==> config.mk <==
export PLATFORM = sky130hd
export DESIGN_NAME = letter_multiset_counter
export DESIGN_NICKNAME = d
export VERILOG_FILES = /design/src/sv/lmc_pkg.sv /design/src/sv/lmc_ctrl.sv /design/src/sv/lmc_datapath.sv /design/src/sv/letter_multiset_counter.sv
export SDC_FILE = /design/constraint.sdc
export NUM_CORES = 1
export LEC_CHECK = 0
export ABC_AREA = 1
export BUFFER_PORTS_ARGS = -buffer_cell sky130_fd_sc_hd__buf_2
export CAP_MARGIN = 20
export CORE_ASPECT_RATIO = 0.75
export CORE_MARGIN = 1.5
export CORE_UTILIZATION = 55
export CTS_BUF_LIST = sky130_fd_sc_hd__clkbuf_8 sky130_fd_sc_hd__clkbuf_16
export DETAILED_ROUTE_END_ITERATION = 10
export GPL_TIMING_DRIVEN = 1
export PLACE_DENSITY = 0.72
export SLEW_MARGIN = 10
export SYNTH_ARGS = -nofsm -noshare
export SYNTH_HDL_FRONTEND = slang
export SYNTH_SLANG_ARGS = --single-unit
export TNS_END_PERCENT = 50
==> constraint.sdc <==
create_clock -name clk -period 7.55 [get_ports clk]
set_input_delay 0.755 -clock clk [delete_from_list [all_inputs] [get_ports clk]]
set_output_delay 0.755 -clock clk [all_outputs]
set_load 0.02 [all_outputs]
==> src/sv/lmc_pkg.sv <==
// Shared types and constants for the letter multiset counter.
// Request/response structs, request and status codes, letter range.
// No dependencies.
package lmc_pkg;

	localparam int COUNT_BITS_DEF = 16;

	localparam logic [7:0] LETTER_FIRST = 8'd97;   // 'a'
	localparam logic [7:0] LETTER_LAST  = 8'd122;  // 'z'
	localparam int         NUM_LETTERS  = 26;
	localparam int         IDX_W        = 5;

	localparam logic [1:0] REQ_INSERT  = 2'd0;
	localparam logic [1:0] REQ_EXTRACT = 2'd1;
	localparam logic [1:0] REQ_SET_CAP = 2'd2;

	localparam logic [1:0] STS_OK         = 2'd0;
	localparam logic [1:0] STS_BAD_LETTER = 2'd1;
	localparam logic [1:0] STS_FULL       = 2'd2;
	localparam logic [1:0] STS_CAP_SMALL  = 2'd3;

	typedef struct packed {
		logic [1:0]  req_type;
		logic [7:0]  letter;
		logic [15:0] new_capacity;
	} lmc_req_t;

	typedef struct packed {
		logic [1:0]  status;
		logic [15:0] total_count;
		logic [15:0] capacity_now;
		logic [15:0] letter_count;
	} lmc_rsp_t;

	// controller -> datapath
	typedef struct packed {
		logic exec;     // apply the request to the counters
		logic capture;  // load the response register
	} lmc_cmd_t;

endpackage

==> src/sv/lmc_ctrl.sv <==
// Handshake controller for the letter multiset counter.
// Tracks occupancy of the response register; issues commands to lmc_datapath.
// Depends on lmc_pkg.
module lmc_ctrl (
	input  logic              clk,
	input  logic              arst_n,
	input  logic              req_valid,
	output logic              req_ready,
	output logic              rsp_valid,
	input  logic              rsp_ready,
	output lmc_pkg::lmc_cmd_t cmd
);
	import lmc_pkg::*;

	typedef enum logic [1:0] {
		ST_EMPTY = 2'b01,
		ST_HOLD  = 2'b10
	} state_t;

	state_t state_q, state_d;
	logic   take;

	// a new request may enter while the held response leaves in the same cycle
	assign req_ready   = (state_q == ST_EMPTY) || rsp_ready;
	assign take        = req_valid && req_ready;
	assign rsp_valid   = (state_q == ST_HOLD);
	assign cmd.exec    = take;
	assign cmd.capture = take;

	always_comb begin
		state_d = state_q;
		unique case (state_q)
			ST_EMPTY: begin
				if (take)
					state_d = ST_HOLD;
			end
			ST_HOLD: begin
				if (rsp_ready && !take)
					state_d = ST_EMPTY;
			end
			default: state_d = ST_EMPTY;
		endcase
	end

	always_ff @(posedge clk or negedge arst_n) begin
		if (!arst_n)
			state_q <= ST_EMPTY;
		else
			state_q <= state_d;
	end

endmodule

==> src/sv/lmc_datapath.sv <==
// Datapath: per-letter counters, total, capacity and the response register.
// Driven by lmc_ctrl commands. Depends on lmc_pkg.
module lmc_datapath #(
	parameter int COUNT_BITS = lmc_pkg::COUNT_BITS_DEF
) (
	input  logic              clk,
	input  logic              arst_n,
	input  lmc_pkg::lmc_cmd_t cmd,
	input  lmc_pkg::lmc_req_t req,
	output lmc_pkg::lmc_rsp_t rsp
);
	import lmc_pkg::*;

	localparam int CMP_W = (COUNT_BITS > 16) ? COUNT_BITS : 16;
	localparam logic [COUNT_BITS-1:0] COUNT_MAX = {COUNT_BITS{1'b1}};
	localparam logic [COUNT_BITS-1:0] COUNT_ONE = COUNT_BITS'(1);

	logic [COUNT_BITS-1:0] counts_q [NUM_LETTERS];
	logic [COUNT_BITS-1:0] total_q, capacity_q;
	lmc_rsp_t              rsp_q;

	logic                  is_letter;
	logic [7:0]            offs;
	logic [IDX_W-1:0]      idx;
	logic [COUNT_BITS-1:0] cur_cnt, new_cnt, new_total, new_cap, cap_req;
	logic [CMP_W-1:0]      want_ext;
	logic [1:0]            status;
	logic                  cnt_we, cap_we;

	assign is_letter = (req.letter >= LETTER_FIRST) && (req.letter <= LETTER_LAST);
	assign offs      = req.letter - LETTER_FIRST;
	assign idx       = is_letter ? offs[IDX_W-1:0] : '0;
	assign cur_cnt   = counts_q[idx];

	// requested capacity saturates to the counter range
	assign want_ext = CMP_W'(req.new_capacity);
	assign cap_req  = (want_ext > CMP_W'(COUNT_MAX)) ? COUNT_MAX : COUNT_BITS'(want_ext);

	always_comb begin
		status    = STS_OK;
		new_cnt   = cur_cnt;
		new_total = total_q;
		new_cap   = capacity_q;
		cnt_we    = 1'b0;
		cap_we    = 1'b0;
		case (req.req_type)
			REQ_INSERT: begin
				if (!is_letter)
					status = STS_BAD_LETTER;
				else if (total_q >= capacity_q)
					status = STS_FULL;
				else begin
					new_cnt   = cur_cnt + COUNT_ONE;
					new_total = total_q + COUNT_ONE;
					cnt_we    = 1'b1;
				end
			end
			REQ_EXTRACT: begin
				if (!is_letter)
					status = STS_BAD_LETTER;
				else begin
					new_cnt   = '0;
					new_total = (cur_cnt > total_q) ? '0 : total_q - cur_cnt;
					cnt_we    = 1'b1;
				end
			end
			REQ_SET_CAP: begin
				if (cap_req < total_q)
					status = STS_CAP_SMALL;
				else begin
					new_cap = cap_req;
					cap_we  = 1'b1;
				end
			end
			default: ;
		endcase
	end

	always_ff @(posedge clk or negedge arst_n) begin
		if (!arst_n) begin
			for (int i = 0; i < NUM_LETTERS; i++)
				counts_q[i] <= '0;
			total_q    <= '0;
			capacity_q <= '0;
		end else if (cmd.exec) begin
			if (cnt_we) begin
				counts_q[idx] <= new_cnt;
				total_q       <= new_total;
			end
			if (cap_we)
				capacity_q <= new_cap;
		end
	end

	always_ff @(posedge clk) begin
		if (cmd.capture) begin
			rsp_q.status       <= status;
			rsp_q.total_count  <= 16'(new_total);
			rsp_q.capacity_now <= 16'(new_cap);
			rsp_q.letter_count <= is_letter ? 16'(new_cnt) : 16'd0;
		end
	end

	assign rsp = rsp_q;

endmodule

==> src/sv/letter_multiset_counter.sv <==
// Letter multiset counter: 26 letter counters, a total and a capacity.
// The response is valid in the cycle after its request transfers.
// Throughput: 1 request per cycle; the response register is refilled in the
// same cycle its content transfers out, so only a stalled response holds input.
// Reset (arst_n low, async): all counters, total and capacity cleared to zero,
// response register empty.
module letter_multiset_counter #(
	parameter int COUNT_BITS = lmc_pkg::COUNT_BITS_DEF
) (
	input  logic              clk,
	input  logic              arst_n,
	input  logic              req_valid,
	output logic              req_ready,
	input  lmc_pkg::lmc_req_t req,
	output logic              rsp_valid,
	input  logic              rsp_ready,
	output lmc_pkg::lmc_rsp_t rsp
);
	import lmc_pkg::*;

	lmc_cmd_t cmd;

	// Controller: decides when a request transfers and when the response
	// register is loaded or drained.
	lmc_ctrl u_ctrl (
		.clk       (clk),
		.arst_n    (arst_n),
		.req_valid (req_valid),
		.req_ready (req_ready),
		.rsp_valid (rsp_valid),
		.rsp_ready (rsp_ready),
		.cmd       (cmd)
	);

	// Datapath: one counter read and at most one counter write per request, total
	// and capacity update, and the registered response.
	lmc_datapath #(
		.COUNT_BITS (COUNT_BITS)
	) u_dp (
		.clk    (clk),
		.arst_n (arst_n),
		.cmd    (cmd),
		.req    (req),
		.rsp    (rsp)
	);

endmodule
==> results.txt <==
global-route wire length before repair -> 127100 um
crit-path cells -> buf_2, inv_2, ha_1, nand3_2, nand3_4, nor2_8, nor2_4, inv_1, o22ai_1, o21ai_0, nand3_1, nor2_1, ha_1, nand4_1, nor3_2, xor2_1, o22ai_1, inv_1, o21ai_0
Avg WL per Cell -> 21.26 um
final hold violation count -> 0
Crit Path Category -> primary input to flip-flop
Async S/R FF share, synth -> 0.9000
Arr. time, crit path -> 6.34 ns
clk buf depth -> 3
Fill cells -> 4083
initial core utilization -> 0.5563
worst-path maximum fanout -> 32
Clk Latency, worst-skew pair -> 0.59 ns
hpwl dp -> 56130 um
Die Ht -> 189.7 um
PortBufs -> 81
Worst Path Required -> 7.94 ns
register area share after synthesis -> 0.4994
Yosys reg bits -> 500
launching element type of the critical path -> primary input
Die X -> 251.9 um
RePlAce Congestion -> 1.010
CTS buffer count -> 49
LEAKAGE -> 13.38 nW
via density per instance -> 5.930
worst rel slew slack -> 0.2642
fmax -> 168.1 MHz
I/O Pins -> 82
leading area contributor after synthesis -> dfrtp_1
area share of the largest cell type after synthesis -> 0.4396
syn_area_per_cell -> 7.857 um^2
Die ar. -> 47790 um^2
setup TNS -> 0 ns
largest net degree at the start of global routing -> 171
RSZ-0062 raised after global routing -> no
synthesis-to-layout area growth -> 8.919%
Total GRT Usage -> 0.3477
final wirelength -> 82820 um
Distinct cells, synth -> 59
Crit. End Element -> flip-flop
YS warnings -> 0
status -> completed
EDFF count, synth -> 50
CTS tree -> built
Post-CTS Hold Fix Bufs -> 0
Clock Skews -> 0.02917 ns
Slew Limit Fails -> 0
pwr/cell area -> 283.0 nW/um^2
Worst Setup Slack, final -> 1.600 ns
Max Cap Viol -> 0
Crit-path slowest cell -> inv_1
Slew @ Worst Pin -> 1.104 ns
Residual DRC -> 0
HP Class -> primary input to asynchronous set/reset pin
CORE AREA -> 45940 um^2
clock sink total -> 500
fraction of layout cells with a size suffix above 1 -> 0.08308
Routed Antenna Nets -> 0
vias post-DR -> 23098
final setup fails -> 0
Clock Pin Slew Worst Setup and Hold Paths -> 0.06 ns
Post-CTS Resized -> 0
top post-synthesis cells by area -> dfrtp_1 44%, nand2_1 17%, o21ai_0 6.4%
setup bufs post-CTS -> 0
initial DRC count -> 3201
Post-Syn Area -> 25560 um^2
DRT Pass-1 Iters -> 6
Min Clock Period, post-route -> 5.950 ns
period utilization -> 0.7881
vias in the first global route -> 21767
worst slack, placed -> 1.328 ns
top_reg_cell synth -> dfrtp_1
Nets -> 3338
slowest stage delay, CP -> 0.62 ns
clock root buffer -> clkbuf_16
Site Rows -> 68
final hold slack -> 0.1565 ns
Mapped Cells -> 3253
Max rail drop VDD -> 0.0002216 V
initial antenna violation count -> 1
H-Tree Depth -> 2
Net Count, Synth -> 3330
GRT overflow -> 0
worst max-delay path: cells and delay by family:
kind / cells / cell delay [ns]
compound gates: 4 / 0.67
xor+xnor: 1 / 0.19
fa+ha+maj: 2 / 0.57
buf+inv: 4 / 1.46
simple gates: 8 / 2.68
path summary, 6_finish.rpt:
kind | startpoint | to | slack, ns | depth (start not counted)
hold / removal | arst_n | u_dp.counts_q[37]$_DFFE_PN0P_ | 0.16 | 1
setup / recovery | req[16] | u_dp.counts_q[408]$_DFFE_PN0P_ | 1.60 | 19
setup reg to reg | u_dp.total_q[3]$_DFFE_PN0P_ | u_dp.counts_q[213]$_DFFE_PN0P_ | 2.67 | 17
max in group asynchronous | arst_n | u_dp.counts_q[132]$_DFFE_PN0P_ | 5.97 | 2
min in group clk | req_valid | u_ctrl.state_q[0]$_DFFE_PN1P_ | 0.36 | 2
hold reg to reg | u_dp.counts_q[386]$_DFFE_PN0P_ | u_dp.counts_q[386]$_DFFE_PN0P_ | 0.48 | 2
layout make-up:
cell class                 instances  area, um^2  area share
tap                              595       744.5     0.02674
inverter                         343        1287     0.04625
clock inverter                    28       267.8    0.009618
timing repair buffer             119       733.2     0.02634
clock buffer                      60        1378     0.04948
multi-input combinational       2248       10660      0.3829
sequential                       500       12760      0.4585
antenna                            2       5.005   0.0001798
metal layers:
layer / up-vias / track usage / wire length [um]
met1: 11068 / 0.5139 / 35680
met5: - / 0 / 0
li1: 10512 / - / -
met4: 0 / 0.1122 / 2632
met2: 1336 / 0.4834 / 33660
met3: 182 / 0.1096 / 10850
sequential cells by signal, indices dropped and copies added, names as in the netlist:
signal	cells
u_ctrl.state_q	2
u_dp.total_q	16
u_dp.capacity_q	16
u_dp.counts_q	416
u_dp.rsp	50
logic make-up after synthesis:
kind of cell             Yosys count  share of synthesized area
adder cells (fa/ha/maj)           47                    0.02301
AO/OA/AOI/OAI                    606                     0.1319
XOR/XNOR                          10                   0.003427
buffers and inverters            505                    0.08552
AND/OR/NAND/NOR                 1585                     0.2568
flip-flops                       500                     0.4994
cells in the mapped netlist, types with 33 or more instances:
| cell | instances |
|---|---|
| nand2_1 | 1158 |
| dfrtp_1 | 449 |
| inv_1 | 329 |
| o21ai_0 | 325 |
| nand3_1 | 212 |
| nor2_1 | 113 |
| clkbuf_1 | 83 |
| o21ai_1 | 81 |
| a22oi_1 | 70 |
| a21oi_1 | 59 |
| edfxtp_1 | 50 |
| ha_1 | 47 |
| buf_2 | 33 |
stage by stage:
stage                     total power [mW]  cell area (um^2)  std cells  utilization
after floorplan                      4.494             25560       3253            -
after global placement               5.235             26170       3804       0.5697
after detailed placement             5.283             26170       3804       0.5697
after CTS                            7.807             27820       3892       0.6055
after global routing                 8.204             27840       3894       0.6059
final                                7.878             27840       3895       0.6059
where the power goes:
| group | switching [mW] | total [mW] | internal (mW) |
|---|---|---|---|
| registers | 0.206 | 3.17 | 2.97 |
| logic | 1.55 | 2.16 | 0.604 |
| clock network | 1.09 | 2.55 | 1.46 |
cell usage in the layout, fill, tap and decap left out, types with 6 or more instances in the layout:
| master | netlist | layout |
|---|---|---|
| edfxtp_1 | 50 | 50 |
| nor2_4 | 7 | 10 |
| nand4_1 | 23 | 23 |
| xor2_1 | 7 | 7 |
| a21boi_0 | 6 | 6 |
| clkbuf_16 | 0 | 49 |
| nand3_1 | 212 | 212 |
| nand2_1 | 1158 | 1158 |
| dfrtp_1 | 449 | 449 |
| o21ai_0 | 325 | 325 |
| o21ai_1 | 81 | 77 |
| o22ai_1 | 27 | 26 |
| clkinv_2 | 0 | 9 |
| nor2_1 | 113 | 113 |
| inv_1 | 329 | 336 |
| buf_4 | 18 | 35 |
| nand2_2 | 16 | 16 |
| nor2_2 | 14 | 11 |
| inv_2 | 11 | 12 |
| ha_1 | 47 | 47 |
| buf_2 | 33 | 80 |
| o211ai_1 | 9 | 9 |
| o21ai_2 | 2 | 6 |
| a21oi_1 | 59 | 59 |
| clkbuf_8 | 0 | 11 |
| a22oi_1 | 70 | 70 |
| nor3_1 | 17 | 16 |
| a31oi_1 | 6 | 6 |
(Power assumes the default switching activity.)
